[config.mk]
export PLATFORM = sky130hd
export DESIGN_NAME = pidspd_err
export DESIGN_NICKNAME = d
export VERILOG_FILES = /design/src/rtl/core/pidspd_pkg.sv /design/src/rtl/core/pidspd_ram.sv /design/src/rtl/core/pidspd_err.sv
export SDC_FILE = /design/constraint.sdc
export NUM_CORES = 1
export LEC_CHECK = 0
export BUFFER_PORTS_ARGS = -buffer_cell sky130_fd_sc_hd__buf_2
export CELL_PAD_IN_SITES_DETAIL_PLACEMENT = 0
export CELL_PAD_IN_SITES_GLOBAL_PLACEMENT = 2
export CORE_ASPECT_RATIO = 0.75
export CORE_MARGIN = 10
export CORE_UTILIZATION = 30
export CTS_BUF_LIST = sky130_fd_sc_hd__clkbuf_16
export CTS_CLUSTER_SIZE = 16
export DETAILED_ROUTE_END_ITERATION = 16
export PLACE_DENSITY_LB_ADDON = 0.25
export SYNTH_ARGS = -nofsm -noshare
export SYNTH_HDL_FRONTEND = slang
export SYNTH_SLANG_ARGS = --single-unit
[constraint.sdc]
create_clock -name clk_i -period 5.8 [get_ports clk_i]
set_input_delay 0.29 -clock clk_i [delete_from_list [all_inputs] [get_ports clk_i]]
set_output_delay 0.29 -clock clk_i [all_outputs]
set_load 0.03 [all_outputs]
[src/rtl/core/pidspd_pkg.sv]
package pidspd_pkg;

  localparam int unsigned CHANNELS_DEF = 4;
  localparam int unsigned TARGETS      = 4;

  localparam int unsigned CH_W       = 2;
  localparam int unsigned DELTA_W    = 12;
  localparam int unsigned SPEED_W    = 19;
  localparam int unsigned ERR_W      = 16;
  localparam int unsigned GAIN_W     = 16;
  localparam int unsigned PROD_W     = 33;
  localparam int unsigned SUM_W      = 35;
  localparam int unsigned DRIVE_W    = 32;
  localparam int unsigned FRAC_W     = 8;
  localparam int unsigned CFG_IDX_W  = 3;
  localparam int unsigned CFG_DATA_W = 16;

  localparam int unsigned RECIP5_SHIFT = 14;
  localparam logic [DELTA_W-1:0]        RECIP5    = 12'd3277;
  localparam logic signed [SPEED_W-1:0] SPEED_INT = 19'sd82;

  localparam logic signed [DRIVE_W-1:0] DRIVE_MAX = 32'sd65534;
  localparam logic signed [DRIVE_W-1:0] DRIVE_MIN = {1'b1, {(DRIVE_W-1){1'b0}}};

  typedef enum logic [CFG_IDX_W-1:0] {
    REG_TARGET0 = 3'd0,
    REG_TARGET1 = 3'd1,
    REG_TARGET2 = 3'd2,
    REG_TARGET3 = 3'd3,
    REG_GAIN_P  = 3'd4,
    REG_GAIN_I  = 3'd5,
    REG_GAIN_D  = 3'd6
  } cfg_reg_e;

  typedef struct packed {
    logic [GAIN_W-1:0] prop;
    logic [GAIN_W-1:0] integ;
    logic [GAIN_W-1:0] deriv;
  } gains_t;

  typedef struct packed {
    logic                       vld;
    logic                       wr;
    logic [CH_W-1:0]            ch;
    logic signed [SPEED_W-1:0]  speed;
    logic signed [ERR_W-1:0]    target;
  } p1_t;

  typedef struct packed {
    logic                       vld;
    logic                       wr;
    logic [CH_W-1:0]            ch;
    logic signed [SPEED_W-1:0]  speed;
    logic signed [ERR_W-1:0]    err;
    logic signed [ERR_W-1:0]    deriv;
    logic signed [ERR_W-1:0]    esum;
  } p2_t;

endpackage

[src/rtl/core/pidspd_ram.sv]
module pidspd_ram #(
  parameter int unsigned WIDTH = 32,
  parameter int unsigned DEPTH = 4
) (
  input  logic                                  clk_i,
  input  logic                                  we_i,
  input  logic [(DEPTH > 1 ? $clog2(DEPTH) : 1)-1:0] waddr_i,
  input  logic [WIDTH-1:0]                      wdata_i,
  input  logic                                  re_i,
  input  logic [(DEPTH > 1 ? $clog2(DEPTH) : 1)-1:0] raddr_i,
  output logic [WIDTH-1:0]                      rdata_o
);
  logic [WIDTH-1:0] mem_q [DEPTH];
  logic [WIDTH-1:0] rdata_q;

  always_ff @(posedge clk_i) begin
    if (we_i) begin
      mem_q[waddr_i] <= wdata_i;
    end
    if (re_i) begin
      rdata_q <= mem_q[raddr_i];
    end
  end

  assign rdata_o = rdata_q;
endmodule

[src/rtl/core/pidspd_err.sv]
module pidspd_err #(
  parameter int unsigned CHANNELS = pidspd_pkg::CHANNELS_DEF
) (
  input  logic                          clk_i,
  input  logic                          rst_ni,
  input  logic                          adv_i,
  input  logic                          rd_en_i,
  input  logic [pidspd_pkg::CH_W-1:0]   rd_ch_i,
  input  pidspd_pkg::p1_t               p1_i,
  output pidspd_pkg::p2_t               p2_o
);
  import pidspd_pkg::*;

  localparam int unsigned IDX_W = CHANNELS > 1 ? $clog2(CHANNELS) : 1;
  localparam int unsigned MEM_W = 2 * ERR_W;

  logic [CHANNELS-1:0]      vld_q;
  logic                     rvld_q;
  logic [MEM_W-1:0]         rdata;
  logic [IDX_W-1:0]         raddr;
  logic [IDX_W-1:0]         waddr;
  logic                     we;
  logic signed [ERR_W-1:0]  last_err;
  logic signed [ERR_W-1:0]  esum_prev;
  p2_t                      p2_d;
  p2_t                      p2_q;

  assign raddr = IDX_W'(rd_ch_i);
  assign waddr = IDX_W'(p1_i.ch);
  assign we    = adv_i && p1_i.wr;

  pidspd_ram #(
    .WIDTH (MEM_W),
    .DEPTH (CHANNELS)
  ) u_err_ram (
    .clk_i   (clk_i),
    .we_i    (we),
    .waddr_i (waddr),
    .wdata_i ({p2_d.err, p2_d.esum}),
    .re_i    (rd_en_i),
    .raddr_i (raddr),
    .rdata_o (rdata)
  );

  always_comb begin
    if (p2_q.wr && (p2_q.ch == p1_i.ch)) begin
      last_err  = p2_q.err;
      esum_prev = p2_q.esum;
    end else if (rvld_q) begin
      last_err  = $signed(rdata[MEM_W-1:ERR_W]);
      esum_prev = $signed(rdata[ERR_W-1:0]);
    end else begin
      last_err  = '0;
      esum_prev = '0;
    end
    p2_d.vld   = p1_i.vld;
    p2_d.wr    = p1_i.wr;
    p2_d.ch    = p1_i.ch;
    p2_d.speed = p1_i.speed;
    p2_d.err   = p1_i.target - $signed(p1_i.speed[ERR_W-1:0]);
    p2_d.deriv = p2_d.err - last_err;
    p2_d.esum  = esum_prev + p2_d.err;
  end

  always_ff @(posedge clk_i or negedge rst_ni) begin
    if (!rst_ni) begin
      vld_q  <= '0;
      rvld_q <= 1'b0;
      p2_q   <= '0;
    end else begin
      if (rd_en_i) begin
        rvld_q <= vld_q[raddr];
      end
      if (we) begin
        vld_q[waddr] <= 1'b1;
      end
      if (adv_i) begin
        p2_q <= p2_d;
      end
    end
  end

  assign p2_o = p2_q;
endmodule

# Yosys cells after proc, flatten, opt, wreduce, memory -nomap -nowiden
# Memories as Yosys holds them, arrays and structs flattened. A register that Yosys moved wholly into a read port is not among the register bits.
# Index checks and enable logic that the tools add are counted.
# op_classes
n_eq_ne,1
bitwise_logic,1
n_addsub,3
mux,10
reduce_logical,3
n_lt_le_gt_ge,3
# op_table
cell,count
two-way mux 16 bit,4
subtractor 16 bit,2
adder 16 bit,1
less-than comparator 2 x 3 -> 1 bit (second input constant),2
two-way mux 1 bit,4
OR 4 bit,1
logical AND 1 bit,3
binary-select mux 1 bit (select 2 bit),1
demux 1 bit (select 2 bit),1
equality test 2 bit,1
greater-or-equal comparator 2 x 1 -> 1 bit (second input constant),1
# word_totals
reg_bits,76
out_inout_bits,71
ram_bits,128
n_memories,1
wordCells,31
in_bits,45
# mem_list
memory,words,width,read_ports,rd_clocked_by_memory_dff,wr,line_no,rtl
u_err_ram.mem_q,4,32,1,1,1,pidspd_ram.sv:13,logic [WIDTH-1:0] mem_q [DEPTH];

# Logic depth before layout (Yosys ltp)
# depth
depth_word,5
mapped_depth,19
ltp_nobuf,17

# By module
# A second synthesis with hierarchy kept.
# unflattened
cells_unflattened,808
hier_area_um2,11397.2
# modules_own_cells
module,instances,area_per_inst_um2,cells_per_inst,seq_area_each_um2
pidspd_err,1,5746.8,605,1901.8
pidspd_ram,1,5650.4,203,4804.6

# Worst setup path after synthesis
# Ideal clock, no wire load.
# synth_timing
path_kind,register to register
startpoint,register p2_q (netlist bit p2_o[68])
endpoint,register p2_q (netlist bit p2_o[31])
period_less_slack_ps,4346
n_path_buf,3
t_arrival_ps,4281
required_time_ps,5735
stages_incl_launch_ff,16
slack_ps,1454
path_cell_list,dfrtp_1 -> xnor2_1 -> and3_1 -> buf_6 -> clkbuf_1 -> clkbuf_1 -> a21oi_1 -> ha_1 -> or4_4 -> o311a_4 -> and3_4 -> o41a_1 -> nor4b_4 -> o31ai_2 -> a2111oi_4 -> a211o_1
# synth_via
elab_chain_cells,4
# synth_lines
item,line_no,rtl
"start, declared",pidspd_err.sv:26,p2_t p2_q;
"start signal, assigned",pidspd_err.sv:78,p2_q <= p2_d;
equality test 2 bit,pidspd_err.sv:46,if (p2_q.wr && (p2_q.ch == p1_i.ch)) begin
logical AND 1 bit,pidspd_err.sv:46,
two-way mux 16 bit,pidspd_err.sv:46,
subtractor 16 bit,pidspd_err.sv:61,p2_d.deriv = p2_d.err - last_err;
# Every way passes these cells.
# A chain may end at the register's enable or synchronous reset.

==> metrics.md <==
| Metric | Value |
|---|---|
| Run status | finished clean |
| Setup CP Type | input pin to register |
| Pwr/cell area | 426 nW/um2 |
| Drt initial violations | 482 |
| # DRC | 0 |
| Vias per cell | 4.92 |
| Reg2Reg Depth | 14 |
| Die width | 245 um |
| Vias post-DR | 7349 |
| Slew Limit Headroom | 31.5% |
| Reg-to-Reg Start | p2_o[68] |
| Vias in the first global route | 7506 |
| Layout area overhead | 19.1% |
| WL/cell | 21.8 um |
| Clk Tree Root Cell | clkbuf_16 |
| Fillers | 3631 |
| Hold Slack | 0.0340 ns |
| Min-Delay Path Class | input pin to register |
| Worst Path Arrival | 5.21 ns |
| Dpl ws | 1.10 ns |
| First-pass GRT wire length | 49000 um |
| Number of detailed-route iterations in the first pass | 5 |
| Total GRT Usage | 13.8% |
| Period utilization | 81.6% |
| I/O pins | 116 |
| FP Rows | 61 |
| Layout cells sized above 1 | 28.1% |
| HPWL after detailed placement | 22000 um |
| Hold path startpoint | p1_i[25] |
| Peak Freq | 211 MHz |
| Crit-path slowest cell | or4_4 |
| Final ANT Viol Nets | 0 |
| Yosys top cell by area | edfxtp_1 |
| Slew at the pin with the worst max-slew slack | 1.03 ns |
| Post-synthesis cell area | 11400 um2 |
| Tot Pwr | 0.00581 W |
| Setup crit start kind | input pin |
| Count of cell types in the netlist | 78 |
| Final wirelength | 32500 um |
| Syn_nets | 919 |
| CTS Sinks | 236 |
| Largest net degree at the start of global routing | 50 |
| Asr flop ratio synth | 32.2% |
| Worst path most repeated cell | ha_1 |
| Peak supply drop | 246 uV |
| CTS buffer count | 25 |
| Area share of the largest cell type after synthesis | 42.0% |
| Count leader, synth | edfxtp_1 |
| EDFF count, synth | 160 |
| Setup slack after layout | 1.07 ns |
| Critical-path cell list | dlygate4sd3_1 > buf_2 > inv_1 > ha_1 > a2111o_1 > o21a_1 > nor2_1 > xnor2_1 > ha_1 > or4_4 > o311a_4 > and3_4 > o41a_1 > nor4b_4 > o31ai_2 > a2111oi_4 > a211o_1 |
| Mapped Avg Cell Area | 13.8 um2 |
| Critical path endpoint category | register |
| Post-Place Cell Area | 12600 um2 |
| Hold path depth | 2 |
| Static Leakage | 5.35 nW |
| Leading register cell type out of synthesis | edfxtp_1 |
| Setup violators final | 0 |
| Clk buf depth | 3 |
| Yosys Warn Count | 0 |
| Fin. max-slew vios | 0 |
| Gate Count Post-Synth | 826 |
| RSZ-0062 raised after global routing | false |
| Sequential fraction of the synthesis area | 58.6% |
| Post-route cell area | 13600 um2 |
| H-tree Lvls | 1 |
| Synth area leaders | edfxtp_1 42%, dfrtp_1 17%, mux4_2 6.5% |
| Final Critical Period | 4.73 ns |
| Core ar. | 37300 um2 |
| Number of diodes | 0 |
| Total setup buffers inserted after CTS | 0 |
| Skew final | 0.0110 ns |
| Crit path buf inv count | 3 |
| GRT overflow | 0 |
| Initial antenna violation count | 1 |
| Clock transition at the registers of the reported paths | 0.06 ns |
| CTS tree | done |
| Max-Cap Viols | 0 |
| Initial Util | 30.6% |
| Port Buf Inserts | 115 |
| Die area | 46400 um2 |
| Global placement routability congestion | 0.771 |
| Clk Latency, worst-skew pair | 0.53 ns |
| CP peak stage delay | 0.55 ns |
| CP startpoint | p1_i[19] |
| Final hold viol count | 0 |
| Worst EP required | 6.27 ns |
| Post-synth top cells | 160 x edfxtp_1, 76 x dfrtp_1, 60 x nand2_1 |
| Setup TNS | 0 ns |
| Die height | 189 um |
| CP max FO | 6 |
| Top delay family on crit path | compound AO/OA/AOI/OAI gates |
| FF+latch count, synth | 236 |
| Final-stage net count | 1065 |
| Crit. path cell count | 17 |
==> layer usage <==
metal / global-route usage, % / part of all wire, % / vias up
met5: 0 / 0 / -
met4: 2.11 / 1.1 / 0
met3: 2.36 / 4.3 / 36
met2: 21.8 / 45 / 139
met1: 19.8 / 49 / 3756
li1: - / - / 3418
==> report_power, final <==
| group | switching [W] | internal [W] | total, W |
|---|---|---|---|
| Sequential | 0.000145 | 0.00217 | 0.00231 |
| Clock | 0.000681 | 0.000919 | 0.00160 |
| Combinational | 0.00121 | 0.000687 | 0.00190 |
==> layout by cell type, fill, tap and decap left out, types with 11 or more instances in the layout <==
| master | n |
|---|---|
| nor2_1 | 31 |
| nor3_1 | 11 |
| ha_1 | 45 |
| buf_4 | 17 |
| nand2b_1 | 12 |
| inv_1 | 44 |
| dfrtp_1 | 76 |
| and3_1 | 17 |
| nand2_1 | 60 |
| edfxtp_1 | 160 |
| a21oi_1 | 37 |
| buf_2 | 113 |
| nand3_1 | 30 |
| mux4_2 | 33 |
| dlygate4sd3_1 | 19 |
| clkbuf_16 | 25 |
| o21ai_0 | 18 |
| xnor2_1 | 33 |
| mux2_2 | 58 |
==> sequential cells by signal (all words and copies together), names as in the netlist <==
name	flops
rvld_q	1
p2_o	71
u_err_ram.rdata_o	32
u_err_ram.mem_q	128
vld_q	4
==> kinds of logic (layout without fill, tap and decap cells) <==
family	Yosys count	count (layout)	share of synthesized area [%]
flops	236	236	58.6
mux	93	93	12.4
xor+xnor	43	43	3.41
compound gates	133	133	8.38
buf+inv	69	233	2.60
fa+ha+maj	49	49	5.54
simple gates	203	203	8.99
==> layout make-up <==
class	count	area, um2	area share (%)
clock buffers	25	626	4.59
well taps	504	631	4.63
clock inverters	20	176	1.29
flip-flops and latches	236	6710	49.2
inverters	39	146	1.07
repair buffers	149	883	6.48
multi-input cells	521	4460	32.7
==> worst reg2reg max path: stages, from the launching register on <==
cell      delay (ns)
dfrtp_1         0.40
xnor2_1         0.28
nand3_1         0.60
and3_1          0.46
a21oi_1         0.12
ha_1            0.29
nor2b_1         0.15
o21ai_0         0.18
nand2b_1        0.09
and2_1          0.21
o21ai_0         0.50
nor3_1          0.09
a311o_1         0.43
a311o_1         0.38
a22o_1          0.18
==> per-stage QoR <==
stage	std cells	util (%)
global placement	1430	33.8
detailed placement	1430	33.8
CTS	1494	36.5
global route	1494	36.5
floorplan	826	-
finish	1494	36.5
==> path summary, 6_finish.rpt <==
path	endpoint	slack [ns]
hold / removal	p2_o[57]	0.03
setup / recovery	p2_o[31]	1.07
hold reg to reg	vld_q[3]	0.47
min in group asynchronous	p2_o[34]	0.29
max in group asynchronous	p2_o[7]	4.48
setup reg to reg	p2_o[28]	1.34
==> repair_timing <==
| action | in CTS | in global routing |
|---|---|---|
| resized for setup | 0 | 0 |
| endpoints found under the hold margin | 52 | 0 |
| hold buffers | 19 | 0 |
Note: power is estimated with default switching activity, not from simulation.
